[config.mk]
export PLATFORM = sky130hd
export DESIGN_NAME = pwt_ctrl
export DESIGN_NICKNAME = d
export VERILOG_FILES = /design/src/design/pwt_pkg.sv /design/src/design/pwt_ctrl.sv
export SDC_FILE = /design/constraint.sdc
export NUM_CORES = 1
export LEC_CHECK = 0
export BUFFER_PORTS_ARGS = -buffer_cell sky130_fd_sc_hd__buf_2
export CELL_PAD_IN_SITES_DETAIL_PLACEMENT = 1
export CELL_PAD_IN_SITES_GLOBAL_PLACEMENT = 1
export CORE_MARGIN = 4
export CORE_UTILIZATION = 25
export DETAILED_ROUTE_END_ITERATION = 7
export PLACE_DENSITY = 0.66
export SLEW_MARGIN = 20
export SYNTH_ARGS = -nofsm -noshare
export SYNTH_HDL_FRONTEND = slang
export SYNTH_SLANG_ARGS = --single-unit
[constraint.sdc]
create_clock -name clock -period 7.94 [get_ports clock]
set_clock_uncertainty 0.05 [all_clocks]
set_input_delay 0.397 -clock clock [delete_from_list [all_inputs] [get_ports clock]]
set_output_delay 0.397 -clock clock [all_outputs]
set_load 0.005 [all_outputs]
[src/design/pwt_pkg.sv]
// Shared constants, codes and types of the Prewitt edge threshold core.
// Used by every module of the block but pwt_ram; depends on nothing else.
`timescale 1ns / 1ps

package pwt_pkg;

   localparam int MAX_WIDTH  = 512;
   localparam int MAX_HEIGHT = 512;
   localparam int DIM_MIN    = 3;

   localparam int SIZE_W  = 10;                                  // size register width
   localparam int PIX_W   = 8;
   localparam int PIX_MAX = (1 << PIX_W) - 1;
   localparam int WDIM_W  = $clog2(MAX_WIDTH + 1);               // holds a clamped width
   localparam int HDIM_W  = $clog2(MAX_HEIGHT + 1);              // holds a clamped height
   localparam int COL_W   = $clog2(MAX_WIDTH);
   localparam int ROW_W   = $clog2(MAX_HEIGHT);
   localparam int IDX_W   = COL_W + ROW_W;
   localparam int TOTAL_W = $clog2(MAX_WIDTH * MAX_HEIGHT + 1);
   localparam int PROD_W  = WDIM_W + HDIM_W;
   localparam int SUM_W   = $clog2(3 * PIX_MAX + 1);             // one column of three pixels
   localparam int CNT_W   = $clog2(IDX_W + 1);
   localparam int G20_W   = PIX_W + 5;                           // gradient times twenty
   localparam int CSR_IDX_W = 1;

   localparam logic [CSR_IDX_W-1:0] REG_IMAGE_WIDTH  = 1'd0;
   localparam logic [CSR_IDX_W-1:0] REG_IMAGE_HEIGHT = 1'd1;

   localparam logic CMD_LOAD = 1'b0;
   localparam logic CMD_READ = 1'b1;

   localparam logic STATUS_VALID   = 1'b0;
   localparam logic STATUS_PENDING = 1'b1;

   localparam logic [PIX_W-1:0] EDGE_ON  = 8'd0;
   localparam logic [PIX_W-1:0] EDGE_OFF = 8'd255;

   typedef enum logic [1:0] {
      SEQ_IDLE,
      SEQ_TOTAL,
      SEQ_CHECK,
      SEQ_DIVIDE
   } seq_state_type;

   typedef struct packed {
      logic [WDIM_W-1:0]  width;
      logic [HDIM_W-1:0]  height;
      logic [TOTAL_W-1:0] total;
   } size_type;

   // Read position after a size change: clear it, or load row and column.
   typedef struct packed {
      logic             load;
      logic             clear;
      logic [ROW_W-1:0] row;
      logic [COL_W-1:0] col;
   } rescale_type;

   typedef struct packed {
      logic             is_read;
      logic [PIX_W-1:0] pix;
      logic [COL_W-1:0] col;
      logic [IDX_W-1:0] grad_addr;
      logic             interior;
      logic             frame_start;
      logic             loaded;
      logic             border;
      logic             last;
   } stage_type;

endpackage

[src/design/pwt_ctrl.sv]
// Input stage: load and read position counters, frame state and the input register.
// Depends on pwt_pkg; feeds the memory addresses of pwt_grad and the stage word to the top.
`timescale 1ns / 1ps

module pwt_ctrl (
   input  logic                       clock,
   input  logic                       reset,
   input  logic                       accept,
   input  logic                       req_command,
   input  logic [pwt_pkg::PIX_W-1:0]  req_pixel,
   input  pwt_pkg::size_type          size,
   input  pwt_pkg::rescale_type       rescale,
   output logic [pwt_pkg::COL_W-1:0]  row_addr,
   output logic [pwt_pkg::IDX_W-1:0]  grad_rd_addr,
   output logic [pwt_pkg::IDX_W-1:0]  read_index,
   output pwt_pkg::stage_type         stage
);

   logic [pwt_pkg::COL_W-1:0]  load_col_ff;
   logic [pwt_pkg::ROW_W-1:0]  load_row_ff;
   logic                       frame_loaded_ff;
   logic [pwt_pkg::IDX_W-1:0]  read_index_ff;
   logic [pwt_pkg::ROW_W-1:0]  read_row_ff;
   logic [pwt_pkg::COL_W-1:0]  read_col_ff;
   pwt_pkg::stage_type         stage_ff;

   logic                       col_wrap;
   logic [pwt_pkg::HDIM_W-1:0] row_tmp;
   logic [pwt_pkg::COL_W-1:0]  c_eff;
   logic [pwt_pkg::ROW_W-1:0]  r_eff;
   logic                       c_last;
   logic                       r_last;
   logic                       frame_start;
   logic                       interior;
   logic                       read_border;
   logic                       read_last;
   logic                       do_load;
   logic                       do_read;

   // A column or row left past a smaller size wraps before it is used.
   always_comb begin
      col_wrap = pwt_pkg::WDIM_W'(load_col_ff) >= size.width;
      row_tmp  = pwt_pkg::HDIM_W'(load_row_ff) + (col_wrap ? 1'b1 : 1'b0);
      c_eff    = col_wrap ? '0 : load_col_ff;
      r_eff    = pwt_pkg::ROW_W'(row_tmp);
      if (row_tmp >= size.height) begin
         c_eff = '0;
         r_eff = '0;
      end
   end

   assign c_last      = pwt_pkg::WDIM_W'(c_eff) + 1'b1 >= size.width;
   assign r_last      = pwt_pkg::HDIM_W'(r_eff) + 1'b1 >= size.height;
   assign frame_start = (r_eff == '0) && (c_eff == '0);
   assign interior    = (r_eff >= pwt_pkg::ROW_W'(2)) && (c_eff >= pwt_pkg::COL_W'(2));

   assign read_border = (read_row_ff == '0) || (read_col_ff == '0)
                     || (pwt_pkg::HDIM_W'(read_row_ff) + 1'b1 >= size.height)
                     || (pwt_pkg::WDIM_W'(read_col_ff) + 1'b1 >= size.width);
   assign read_last   = pwt_pkg::TOTAL_W'(read_index_ff) + 1'b1 >= size.total;

   assign do_load = accept && (req_command == pwt_pkg::CMD_LOAD);
   assign do_read = accept && (req_command == pwt_pkg::CMD_READ) && frame_loaded_ff;

   always_ff @(posedge clock) begin
      if (reset) begin
         load_col_ff     <= '0;
         load_row_ff     <= '0;
         frame_loaded_ff <= 1'b0;
         read_index_ff   <= '0;
         read_row_ff     <= '0;
         read_col_ff     <= '0;
      end else begin
         if (do_load) begin
            if (frame_start) begin
               frame_loaded_ff <= 1'b0;
               read_index_ff   <= '0;
               read_row_ff     <= '0;
               read_col_ff     <= '0;
            end
            if (c_last && r_last) begin
               frame_loaded_ff <= 1'b1;
               load_col_ff     <= '0;
               load_row_ff     <= '0;
            end else if (c_last) begin
               load_col_ff <= '0;
               load_row_ff <= r_eff + 1'b1;
            end else begin
               load_col_ff <= c_eff + 1'b1;
               load_row_ff <= r_eff;
            end
         end
         if (do_read) begin
            if (read_last) begin
               read_index_ff <= '0;
               read_row_ff   <= '0;
               read_col_ff   <= '0;
            end else begin
               read_index_ff <= read_index_ff + 1'b1;
               if (pwt_pkg::WDIM_W'(read_col_ff) + 1'b1 >= size.width) begin
                  read_col_ff <= '0;
                  read_row_ff <= read_row_ff + 1'b1;
               end else begin
                  read_col_ff <= read_col_ff + 1'b1;
               end
            end
         end
         // Only arrives while no word is taken in.
         if (rescale.load) begin
            if (rescale.clear) begin
               read_index_ff <= '0;
               read_row_ff   <= '0;
               read_col_ff   <= '0;
            end else begin
               read_row_ff <= rescale.row;
               read_col_ff <= rescale.col;
            end
         end
      end
   end

   always_ff @(posedge clock) begin
      if (accept) begin
         stage_ff.is_read     <= (req_command == pwt_pkg::CMD_READ);
         stage_ff.pix         <= req_pixel;
         stage_ff.col         <= c_eff;
         stage_ff.grad_addr   <= {r_eff - 1'b1, c_eff - 1'b1};
         stage_ff.interior    <= interior;
         stage_ff.frame_start <= frame_start;
         stage_ff.loaded      <= frame_loaded_ff;
         stage_ff.border      <= read_border;
         stage_ff.last        <= read_last;
      end
   end

   assign row_addr     = c_eff;
   assign grad_rd_addr = {read_row_ff, read_col_ff};
   assign read_index   = read_index_ff;
   assign stage        = stage_ff;

endmodule

==> insert_results.sql <==
INSERT INTO impl_metrics (metric_group, metric, value, unit) VALUES
('sta', 'finalWorstSetupSlack', '0.651', 'ns'),
('cts', 'cts_htree_levels', '3', ''),
('setup_path', 'cp_slowest_cell', 'sky130_fd_sc_hd__dfxtp_2', ''),
('cells_and_area', 'final_core_util', '30.9', '%'),
('power_and_ir_drop', 'peakVddDrop', '88.1', 'uV'),
('min_path', 'min-delay-path-class', 'input pin to register', ''),
('place', 'buffer_ports.inserted', '156', ''),
('sta', 'final-setup-viol-count', '0', ''),
('die', 'dieHeight', '178', 'um'),
('setup_path', 'cp_slowest_stage_delay', '0.46', 'ns'),
('routing', 'final_antenna_net_count', '0', ''),
('place', 'detailedPlace.worstSlack', '0.563', 'ns'),
('cts', 'cts_setup_buffers', '0', ''),
('grt', 'total_grt_overflow', '0', ''),
('sta', 'number_of_pins_exceeding_their_max_slew_limit_in_the_final_report', '0', ''),
('cts', 'cts_buffers', '9', ''),
('die', 'design.die.area', '0.0316', 'mm^2'),
('power_and_ir_drop', 'p_per_area', '131', 'mW/mm^2'),
('cells_and_area', 'drive_above_1_share', '22.0', '%'),
('setup_path', 'setup.worst_path.end_class', 'register', ''),
('cts', 'clk-insertion-delay-late', '0.36', 'ns'),
('grt', 'vias_in_the_first_global_route', '6636', ''),
('cells_and_area', 'layout_common_cells', 'sky130_fd_sc_hd__buf_2 (156), sky130_fd_sc_hd__ha_1 (93), sky130_fd_sc_hd__nand2_1 (76)', ''),
('routing', 'number_of_iterations_in_the_first_detailed_routing_pass', '4', ''),
('sta', 'rsz0062_at_grt', 'false', ''),
('sta', 'final_period_util', '91.8', '%'),
('synth', 'synth_seq_cells', '96', ''),
('sta', 'timing.final.hold_violations', '0', ''),
('place', 'detailedPlacementHpwl', '18700', 'um'),
('cts', 'cts.root.buffer_cell', 'sky130_fd_sc_hd__clkbuf_16', ''),
('routing', 'route.detailed.vias_per_inst', '4.88', ''),
('power_and_ir_drop', 'cellLeakagePower', '4.13', 'nW'),
('cts', 'cts_tree', 'done', ''),
('grt', 'antenna_violations_before_repair', '1', ''),
('cts', 'postcts_resize_cnt', '0', ''),
('setup_path', 'cp-start-kind', 'register', ''),
('die', 'coreArea', '0.0281', 'mm^2'),
('place', 'total_cell_area_at_the_placement_stage', '0.00839', 'mm^2'),
('synth', 'syn_area_per_cell', '8.78', 'um^2'),
('routing', 'route.vias.total', '6594', ''),
('synth', 'synth_cell_type_count', '72', ''),
('synth', 'synth-main-ff-cell', 'sky130_fd_sc_hd__dfxtp_1', ''),
('setup_path', 'cp_data_required_time', '8.17', 'ns'),
('sta', 'final.min_clock_period', '7.29', 'ns'),
('place', 'finalWeightedCongestion', '0.861', ''),
('sta', 'tns', '0', 'ns'),
('grt', 'grt_start_max_net_pins', '54', ''),
('cells_and_area', 'finalNetCount', '1131', ''),
('job', 'max_capacitance_violation_count', '0', ''),
('cells_and_area', 'final_cell_count_no_fill', '1351', ''),
('die', 'placementRows', '61', ''),
('setup_path', 'timing_worst_setup_path_type', 'register to register', ''),
('routing', 'detail_route.iter0.violations', '340', ''),
('setup_path', 'path_max_fanout', '16', ''),
('synth', 'yosysSeqAreaShare', '32.4', '%'),
('routing', 'post_drt_wl_per_cell', '17.6', 'um'),
('setup_path', 'critical-path-top-cell-by-count', 'sky130_fd_sc_hd__ha_1', ''),
('setup_path', 'critPathBufInv', '3', ''),
('sta', 'clock.fmax', '137', 'MHz'),
('cells_and_area', 'final_cell_area', '0.00868', 'mm^2'),
('place', 'dp.cells', '1334', ''),
('setup_path', 'critical_path.top_delay_family', 'simple AND/OR/NAND/NOR gates', ''),
('synth', 'synth_cells', '819', ''),
('sta', 'timing.slew.headroom', '31.9', '%'),
('die', 'io_pins', '157', ''),
('die', 'dieWidth', '178', 'um'),
('cts', 'clock_sink_count', '96', ''),
('synth', 'synth.net_count', '983', ''),
('synth', 'postSynth.asyncResetShare', '0', '%'),
('outcome', 'status', 'completed', ''),
('die', 'starting_density_of_the_core', '25.6', '%');
[Yosys cell counts (4+ instances only)]
cell | number | area share [%]
sky130_fd_sc_hd__ha_1 | 93 | 16
sky130_fd_sc_hd__nand2_1 | 76 | 4.0
sky130_fd_sc_hd__inv_1 | 63 | 3.3
sky130_fd_sc_hd__nor2_1 | 63 | 3.3
sky130_fd_sc_hd__dfxtp_1 | 55 | 15
sky130_fd_sc_hd__nand3_1 | 42 | 2.9
sky130_fd_sc_hd__edfxtp_1 | 41 | 17
sky130_fd_sc_hd__xnor2_1 | 40 | 4.9
sky130_fd_sc_hd__o21ai_0 | 31 | 2.2
sky130_fd_sc_hd__a21oi_1 | 30 | 2.1
sky130_fd_sc_hd__and3_1 | 27 | 2.3
sky130_fd_sc_hd__xor2_1 | 22 | 2.7
sky130_fd_sc_hd__clkbuf_1 | 20 | 1.0
sky130_fd_sc_hd__a21o_1 | 18 | 1.9
sky130_fd_sc_hd__a22oi_1 | 17 | 1.8
sky130_fd_sc_hd__nor3_1 | 17 | 1.2
sky130_fd_sc_hd__a22o_1 | 13 | 1.6
sky130_fd_sc_hd__nand2b_1 | 11 | 0.96
sky130_fd_sc_hd__nand4_1 | 10 | 0.87
sky130_fd_sc_hd__o21ai_1 | 10 | 0.70
sky130_fd_sc_hd__a31oi_1 | 9 | 0.78
sky130_fd_sc_hd__a211oi_1 | 8 | 0.83
sky130_fd_sc_hd__nor2b_1 | 8 | 0.70
sky130_fd_sc_hd__buf_2 | 7 | 0.49
sky130_fd_sc_hd__nor4_1 | 6 | 0.52
sky130_fd_sc_hd__o22ai_1 | 6 | 0.52
sky130_fd_sc_hd__a32oi_1 | 5 | 0.61
sky130_fd_sc_hd__nor3b_1 | 5 | 0.52
sky130_fd_sc_hd__buf_4 | 4 | 0.42
sky130_fd_sc_hd__buf_6 | 4 | 0.63
[power breakdown]
group / leakage, nW / switching [mW] / internal (mW)
sequential: 0.812 / 0.0109 / 0.531
combinational: 3.17 / 0.0871 / 0.0624
clock: 0.141 / 0.226 / 0.221
[logic make-up after synthesis]
logic type	count (synthesis)	share of synthesized area [%]
simple gates	289	20.0
compound gates	176	17.4
buf+inv	101	6.02
flops	96	32.4
fa+ha+maj	93	16.2
xor+xnor	63	7.77
mux	1	0.139
[area by class of cell]
cell class	count	area, um^2
well taps	378	473
inverters	64	240
repair buffers	174	916
clock buffers	10	229
multi-input cells	622	4430
clock inverters	6	57.6
diodes	1	2.50
flip-flops and latches	96	2330
fillers	3414	19400
[final timing paths]
path	startpoint	endpoint	slack, ns	cells after the start
worst max-delay path	load_col_ff[4]	load_col_ff[6]	0.65	33
worst min-delay path	req_pixel[5]	stage[37]	0.16	1
worst max register to register	load_col_ff[4]	load_col_ff[6]	0.65	33
worst min register to register	load_row_ff[8]	load_row_ff[8]	0.48	2
[metrics by stage]
| stage | hold WS (ns) | power (mW) |
|---|---|---|
| after floorplan | 0.394 | 0.633 |
| after global routing | 0.148 | 1.19 |
| after CTS | 0.142 | 1.16 |
| final | 0.161 | 1.14 |
| after detailed placement | 0.458 | 0.705 |
| after global placement | 0.457 | 0.701 |
[sequential cells by signal, summed over array words and instances, names as in the netlist]
register and cells:
stage 41, read_index 18, load_col_ff 9, load_row_ff 9
read_col_ff 9, read_row_ff 9, frame_loaded_ff 1
[routing by layer]
metal	track usage, %	routed length (um)
met5	0	0
met4	4.22	463
met3	2.17	959
met2	23.8	10900
met1	20.7	11500
Note: power is estimated with default switching activity, not from simulation.
