## src/design/pwt_pkg.sv

```systemverilog
// Shared constants, codes and types of the Prewitt edge threshold core.
// Used by every module of the block but pwt_ram; depends on nothing else.
`timescale 1ns / 1ps

package pwt_pkg;

   localparam int MAX_WIDTH  = 512;
   localparam int MAX_HEIGHT = 512;
   localparam int DIM_MIN    = 3;

   localparam int SIZE_W  = 10;                                  // size register width
   localparam int PIX_W   = 8;
   localparam int PIX_MAX = (1 << PIX_W) - 1;
   localparam int WDIM_W  = $clog2(MAX_WIDTH + 1);               // holds a clamped width
   localparam int HDIM_W  = $clog2(MAX_HEIGHT + 1);              // holds a clamped height
   localparam int COL_W   = $clog2(MAX_WIDTH);
   localparam int ROW_W   = $clog2(MAX_HEIGHT);
   localparam int IDX_W   = COL_W + ROW_W;
   localparam int TOTAL_W = $clog2(MAX_WIDTH * MAX_HEIGHT + 1);
   localparam int PROD_W  = WDIM_W + HDIM_W;
   localparam int SUM_W   = $clog2(3 * PIX_MAX + 1);             // one column of three pixels
   localparam int CNT_W   = $clog2(IDX_W + 1);
   localparam int G20_W   = PIX_W + 5;                           // gradient times twenty
   localparam int CSR_IDX_W = 1;

   localparam logic [CSR_IDX_W-1:0] REG_IMAGE_WIDTH  = 1'd0;
   localparam logic [CSR_IDX_W-1:0] REG_IMAGE_HEIGHT = 1'd1;

   localparam logic CMD_LOAD = 1'b0;
   localparam logic CMD_READ = 1'b1;

   localparam logic STATUS_VALID   = 1'b0;
   localparam logic STATUS_PENDING = 1'b1;

   localparam logic [PIX_W-1:0] EDGE_ON  = 8'd0;
   localparam logic [PIX_W-1:0] EDGE_OFF = 8'd255;

   typedef enum logic [1:0] {
      SEQ_IDLE,
      SEQ_TOTAL,
      SEQ_CHECK,
      SEQ_DIVIDE
   } seq_state_type;

   typedef struct packed {
      logic [WDIM_W-1:0]  width;
      logic [HDIM_W-1:0]  height;
      logic [TOTAL_W-1:0] total;
   } size_type;

   // Read position after a size change: clear it, or load row and column.
   typedef struct packed {
      logic             load;
      logic             clear;
      logic [ROW_W-1:0] row;
      logic [COL_W-1:0] col;
   } rescale_type;

   typedef struct packed {
      logic             is_read;
      logic [PIX_W-1:0] pix;
      logic [COL_W-1:0] col;
      logic [IDX_W-1:0] grad_addr;
      logic             interior;
      logic             frame_start;
      logic             loaded;
      logic             border;
      logic             last;
   } stage_type;

endpackage

```

## src/design/pwt_size.sv

```systemverilog
// Size registers, frame total and a rescaler that divides the read index by the width.
// Depends on pwt_pkg; a size write reruns the total, then rescales or clears the read index.
`timescale 1ns / 1ps

module pwt_size (
   input  logic                          clock,
   input  logic                          reset,
   input  logic                          csr_valid,
   output logic                          csr_ready,
   input  logic [pwt_pkg::CSR_IDX_W-1:0] csr_index,
   input  logic [pwt_pkg::SIZE_W-1:0]    csr_data,
   input  logic [pwt_pkg::IDX_W-1:0]     read_index,
   output pwt_pkg::size_type             size,
   output pwt_pkg::rescale_type          rescale,
   output logic                          busy
);

   pwt_pkg::seq_state_type state_ff, state_in;

   logic [pwt_pkg::WDIM_W-1:0]  width_ff, width_in;
   logic [pwt_pkg::HDIM_W-1:0]  height_ff, height_in;
   logic [pwt_pkg::TOTAL_W-1:0] total_ff;
   logic [pwt_pkg::IDX_W-1:0]   div_num_ff;
   logic [pwt_pkg::IDX_W-1:0]   div_quo_ff;
   logic [pwt_pkg::WDIM_W-1:0]  div_rem_ff;
   logic [pwt_pkg::CNT_W-1:0]   div_cnt_ff;

   logic                        csr_write;
   logic                        over_range;
   logic [pwt_pkg::PROD_W-1:0]  product;
   logic [pwt_pkg::WDIM_W:0]    trial;
   logic                        trial_fits;

   assign csr_ready = 1'b1;
   assign csr_write = csr_valid;

   // Sizes are clamped once, when they are written.
   always_comb begin
      width_in  = width_ff;
      height_in = height_ff;
      if (csr_write) begin
         unique case (csr_index)
            pwt_pkg::REG_IMAGE_WIDTH: begin
               if (int'(csr_data) < pwt_pkg::DIM_MIN) begin
                  width_in = pwt_pkg::WDIM_W'(pwt_pkg::DIM_MIN);
               end else if (int'(csr_data) > pwt_pkg::MAX_WIDTH) begin
                  width_in = pwt_pkg::WDIM_W'(pwt_pkg::MAX_WIDTH);
               end else begin
                  width_in = pwt_pkg::WDIM_W'(csr_data);
               end
            end
            pwt_pkg::REG_IMAGE_HEIGHT: begin
               if (int'(csr_data) < pwt_pkg::DIM_MIN) begin
                  height_in = pwt_pkg::HDIM_W'(pwt_pkg::DIM_MIN);
               end else if (int'(csr_data) > pwt_pkg::MAX_HEIGHT) begin
                  height_in = pwt_pkg::HDIM_W'(pwt_pkg::MAX_HEIGHT);
               end else begin
                  height_in = pwt_pkg::HDIM_W'(csr_data);
               end
            end
            default: begin
            end
         endcase
      end
   end

   assign product    = pwt_pkg::PROD_W'(width_ff) * pwt_pkg::PROD_W'(height_ff);
   assign over_range = pwt_pkg::TOTAL_W'(read_index) >= total_ff;
   assign trial      = {div_rem_ff, div_num_ff[pwt_pkg::IDX_W-1]};
   assign trial_fits = trial >= {1'b0, width_ff};

   always_comb begin
      state_in = state_ff;
      if (csr_write) begin
         state_in = pwt_pkg::SEQ_TOTAL;
      end else begin
         unique case (state_ff)
            pwt_pkg::SEQ_IDLE:  state_in = pwt_pkg::SEQ_IDLE;
            pwt_pkg::SEQ_TOTAL: state_in = pwt_pkg::SEQ_CHECK;
            pwt_pkg::SEQ_CHECK: begin
               state_in = over_range ? pwt_pkg::SEQ_IDLE : pwt_pkg::SEQ_DIVIDE;
            end
            pwt_pkg::SEQ_DIVIDE: begin
               if (div_cnt_ff == '0) begin
                  state_in = pwt_pkg::SEQ_IDLE;
               end
            end
            default: state_in = pwt_pkg::SEQ_IDLE;
         endcase
      end
   end

   always_comb begin
      rescale = '0;
      busy    = 1'b1;
      unique case (state_ff)
         pwt_pkg::SEQ_IDLE: begin
            busy = 1'b0;
         end
         pwt_pkg::SEQ_TOTAL: begin
         end
         pwt_pkg::SEQ_CHECK: begin
            rescale.load  = over_range;
            rescale.clear = over_range;
         end
         pwt_pkg::SEQ_DIVIDE: begin
            rescale.load = (div_cnt_ff == '0);
            rescale.row  = div_quo_ff[pwt_pkg::ROW_W-1:0];
            rescale.col  = div_rem_ff[pwt_pkg::COL_W-1:0];
         end
         default: begin
         end
      endcase
   end

   always_ff @(posedge clock) begin
      if (reset) begin
         state_ff  <= pwt_pkg::SEQ_IDLE;
         width_ff  <= pwt_pkg::WDIM_W'(pwt_pkg::MAX_WIDTH);
         height_ff <= pwt_pkg::HDIM_W'(pwt_pkg::MAX_HEIGHT);
         total_ff  <= pwt_pkg::TOTAL_W'(pwt_pkg::MAX_WIDTH * pwt_pkg::MAX_HEIGHT);
      end else begin
         state_ff  <= state_in;
         width_ff  <= width_in;
         height_ff <= height_in;
         if (state_ff == pwt_pkg::SEQ_TOTAL) begin
            total_ff <= pwt_pkg::TOTAL_W'(product);
         end
      end
   end

   // Restoring division, one quotient bit per cycle: row = index / width, col = remainder.
   always_ff @(posedge clock) begin
      if (state_ff == pwt_pkg::SEQ_CHECK) begin
         div_num_ff <= read_index;
         div_quo_ff <= '0;
         div_rem_ff <= '0;
         div_cnt_ff <= pwt_pkg::CNT_W'(pwt_pkg::IDX_W);
      end else if (state_ff == pwt_pkg::SEQ_DIVIDE && div_cnt_ff != '0) begin
         div_num_ff <= {div_num_ff[pwt_pkg::IDX_W-2:0], 1'b0};
         div_quo_ff <= {div_quo_ff[pwt_pkg::IDX_W-2:0], trial_fits};
         div_rem_ff <= trial_fits ? pwt_pkg::WDIM_W'(trial - {1'b0, width_ff})
                                  : pwt_pkg::WDIM_W'(trial);
         div_cnt_ff <= div_cnt_ff - 1'b1;
      end
   end

   assign size.width  = width_ff;
   assign size.height = height_ff;
   assign size.total  = total_ff;

endmodule

```

## config.mk

```make
export PLATFORM = sky130hd
export DESIGN_NAME = pwt_size
export DESIGN_NICKNAME = d
export VERILOG_FILES = /design/src/design/pwt_pkg.sv /design/src/design/pwt_size.sv
export SDC_FILE = /design/constraint.sdc
export NUM_CORES = 1
export LEC_CHECK = 0
export ABC_AREA = 1
export BUFFER_PORTS_ARGS = -buffer_cell sky130_fd_sc_hd__buf_2
export CORE_UTILIZATION = 54
export DETAILED_ROUTE_END_ITERATION = 8
export GPL_TIMING_DRIVEN = 0
export HOLD_SLACK_MARGIN = 0.08
export PLACE_DENSITY = 0.84
export REMOVE_ABC_BUFFERS = 1
export SLEW_MARGIN = 15
export SYNTH_ARGS = -nofsm -noshare
export SYNTH_HDL_FRONTEND = slang
export SYNTH_SLANG_ARGS = --single-unit
```

## constraint.sdc

```tcl
create_clock -name clock -period 13.85 [get_ports clock]
set_input_delay 2.0775 -clock clock [delete_from_list [all_inputs] [get_ports clock]]
set_output_delay 2.0775 -clock clock [all_outputs]
set_load 0.01 [all_outputs]
```

==> metrics.md <==
| Metric | Value |
|---|---|
| Library cells used by synthesis | `40` |
| Routability cong. | `0.8997` |
| Netlist Area Pre-Place | `8063 um^2` |
| Clock root buffer | `clkbuf_16` |
| Synth Register Bits | `83` |
| Worst-path clk slew | `70 ps` |
| DIE AREA | `15420 um^2` |
| Min Clock Period, post-route | `5702 ps` |
| Slew Viols, Final | `0` |
| Nature of the critical path startpoint | `input port` |
| Worst Hold Launch | `div_cnt_ff[4]` |
| Crit path kind | `in -> out` |
| Post-Route Setup TNS | `0 ps` |
| Die height | `124.2 um` |
| Hold crit path type | `reg -> reg` |
| Pwr per Cell Area | `83.64 nW/um^2` |
| Register-to-Register Path Depth | `21` |
| Buf/Inv on CP | `3` |
| Met1 wire length | `8080 um` |
| GRT Overall Usage | `0.2716` |
| Initial core utilization | `0.5548` |
| XOR/XNOR Fraction of Synth Area | `0.01304` |
| # clock sinks | `83` |
| Hold-fix buffers, CTS | `0` |
| Worst reg2reg path startpoint | `width_ff[5]` |
| CP startpoint | `read_index[14]` |
| Mux share of post-synthesis cell area | `0` |
| Area contributors post-synth | `dfxtp_1 16%, nand2_1 16%, fa_1 15%` |
| Switching power | `0.0002677 W` |
| Number of CTS-inserted buffers | `9` |
| Die width | `124.2 um` |
| Site row count | `44` |
| NumNets Final | `1394` |
| Post-Synth Adder-Cell Area | `0.2858` |
| Worst slew pin tran | `1127 ps` |
| Post-Syn Instances | `1153` |
| Met3 routed WL | `823 um` |
| Routed Wire Length | `19290 um` |
| Top-area cell type share of the netlist area | `0.1614` |
| Ys Warns | `0` |
| Worst clock skew | `6.081 ps` |
| Via Count | `7257` |
| Reg power frac | `0.402` |
| Syn_area_per_cell | `6.993 um^2` |
| Logic pwr share | `0.284` |
| Worst slew margin relative to its limit | `0.2487` |
| Status | `finished clean` |
| Core box area | `14530 um^2` |
| Pre-antenna DRT Iters | `5` |
| Top Metal Used | `met4` |
| Delay-heaviest family, CP | `simple AND/OR/NAND/NOR gates` |
| Crit-path max FO | `2` |
| Slowest cell on the critical path | `ha_1` |
| GR Overflow Total | `0` |
| H-Tree Level Count | `3` |
| Metal2 WL | `9935 um` |
| Setup Buffers After CTS | `0` |
| Final Hold Vio Count | `0` |
| CP most frequent cell | `nand2_1` |
| Area fraction in compound gates after synthesis | `0.08752` |
| Type of destination of the critical path | `output pin` |
| Share of layout cells above drive strength 1 | `0.1000` |
| Initial antenna violation count | `0` |
| Global-route wire length before repair | `32390 um` |
| Drt wl/cell | `13.74 um` |
| Worst EP required | `11770 ps` |
| CP arrival | `3620 ps` |
| Sw frac | `0.3615` |
| Clock share of power | `0.314` |
| Worst vdd ir | `0.06320 mV` |
| Sequential cell area fraction in the yosys report | `0.2284` |
| Vias in the first global route | `7095` |
| EDFF count, synth | `18` |
| Critical Path Max Stage Delay | `300 ps` |
| I/O pin total | `93` |
| Maximum clock rate | `175.4 MHz` |
| Largest net degree at the start of global routing | `29` |
| Diodes inserted | `0` |
| Synth Area in Simple Gates | `0.2377` |
| Final setup violating endpoints | `0` |
| Critical path depth | `11` |
| Clk_lat worst skew | `350 ps` |
| Internal power | `0.0004729 W` |
| Leakage | `5.451 nW` |
| Vias/cell | `5.169` |
| CTS tree | `built` |
| Antenna-violating nets left | `0` |
| DP HPWL | `14580 um` |
| Top_reg_cell synth | `dfxtp_1` |
| DRC viols | `0` |
| Post_cts resized | `0` |
| P&R area growth vs syn | `9.823%` |
| Hold path cells | `2` |
| Port Buffers | `91` |
| Crit path cell chain | `buf_2 -> ha_1 -> nand2_1 -> inv_1 -> nand2_1 -> nor3_1 -> nand4_1 -> nand3_1 -> nand2_1 -> nand2_1 -> buf_2` |
| Initial drt markers | `476` |
| RSZ-0062 raised after global routing | `no` |
| Cell taking the most area after synthesis | `dfxtp_1` |
| Finished Core Util | `0.6092` |
| Longest Clk Path Bufs | `2` |
| Ys async rst share | `0` |
| Main combinational cell family by area after synthesis | `adder cells` |
| Final period util | `0.4117` |
| Max cap viols | `0` |
## worst paths after layout
check                                      to  slack, ps
worst max-delay path              rescale[19]       8150
worst min register to register  div_cnt_ff[4]        450
worst max register to register   total_ff[11]       8760
worst min-delay path            div_cnt_ff[4]        450
## tightest hold or removal path, cell delays in order, from the launching register on
cell and delay, ps:
dfxtp_1 310, nand2_1 60, nand2_1 40
## cell usage after synthesis (2+ instances only)
cell and number:
nand2_1 340, ha_1 85, nand3_1 44, inv_1 265, xor2_1 9, buf_4 3
fa_1 62, o21ai_1 2, o211ai_1 2, nor2_4 2, inv_2 2, a21oi_1 66
nand3b_1 2, a21oi_2 2, o21ai_0 49, clkbuf_1 33, xnor2_1 3, a211oi_1 2
edfxtp_1 18, o22ai_1 8, nand3_2 3, dfxtp_1 65, buf_2 3, nor2_1 58
nand4_1 10
## flip-flops by register name, summed over array words and instances, names as in the netlist
register and count:
div_rem_ff 10, div_cnt_ff 5, height_ff 10, total_ff 19
div_num_ff 18, width_ff 10, state_ff 2, div_quo_ff 9
## metal layers
layer / up-vias / global-route usage
met3: 46 / 0.03800
met4: 0 / 0.1168
met1: 3412 / 0.3246
li1: 3620 / -
met5: - / 0
met2: 179 / 0.4834
## final cells by class
type,instances,area [um^2]
fill,1317,5679
clock inverter,6,50.05
multi-input combinational,761,5036
sequential,83,1842
tap,184,230.2
clock buffer,10,229.0
timing repair buffer,91,455.4
inverter,269,1012
## per-stage QoR
step	total power (W)	std cells	hold WS, ps	area (um^2)	setup WS, ps
CTS	0.0007403	1404	452.8	8855	8185
global placement	0.0005040	1388	432.7	8576	8190
finish	0.0007406	1404	448.8	8855	8148
global route	0.0007871	1404	501.8	8855	8008
floorplan	0.0004484	1113	418.3	7890	8679
detailed placement	0.0005106	1388	439.4	8576	8192
## logic make-up after synthesis
family                     Yosys count
and+or+nand+nor                    467
buffers and inverters              309
adders and majority gates          147
AOI/OAI and AO/OA                  134
DFF                                 83
xor gates and xnor gates            12
other                                1
## power by group through the flow
| stage | Sequential, W | Clock, W | Combinational (W) |
|---|---|---|---|
| after floorplan | 0.000295 | 0 | 0.000153 |
| after global placement | 0.000302 | 0 | 0.000202 |
| after detailed placement | 0.000302 | 0 | 0.000208 |
| after CTS | 0.000297 | 0.000233 | 0.000210 |
| after global routing | 0.000301 | 0.000243 | 0.000244 |
| final | 0.000298 | 0.000232 | 0.000211 |
## layout by cell type (no fill, tap or decap), drive strengths merged
| master | count |
|---|---|
| or2 | 2 |
| nand3 | 47 |
| fa | 62 |
| a211oi | 2 |
| inv | 270 |
| nor3 | 2 |
| edfxtp | 18 |
| nand3b | 2 |
| xnor2 | 3 |
| o22ai | 8 |
| nor2 | 61 |
| clkinv | 1 |
| conb | 1 |
| a22oi | 1 |
| o21bai | 1 |
| dfxtp | 65 |
| xor2 | 9 |
| o211ai | 2 |
| a21oi | 68 |
| clkinvlp | 4 |
| o21ai | 51 |
| a21boi | 1 |
| nand2 | 342 |
| nand4 | 11 |
| clkbuf | 10 |
| ha | 85 |
| buf | 91 |
Note: power is estimated with default switching activity, not from simulation.
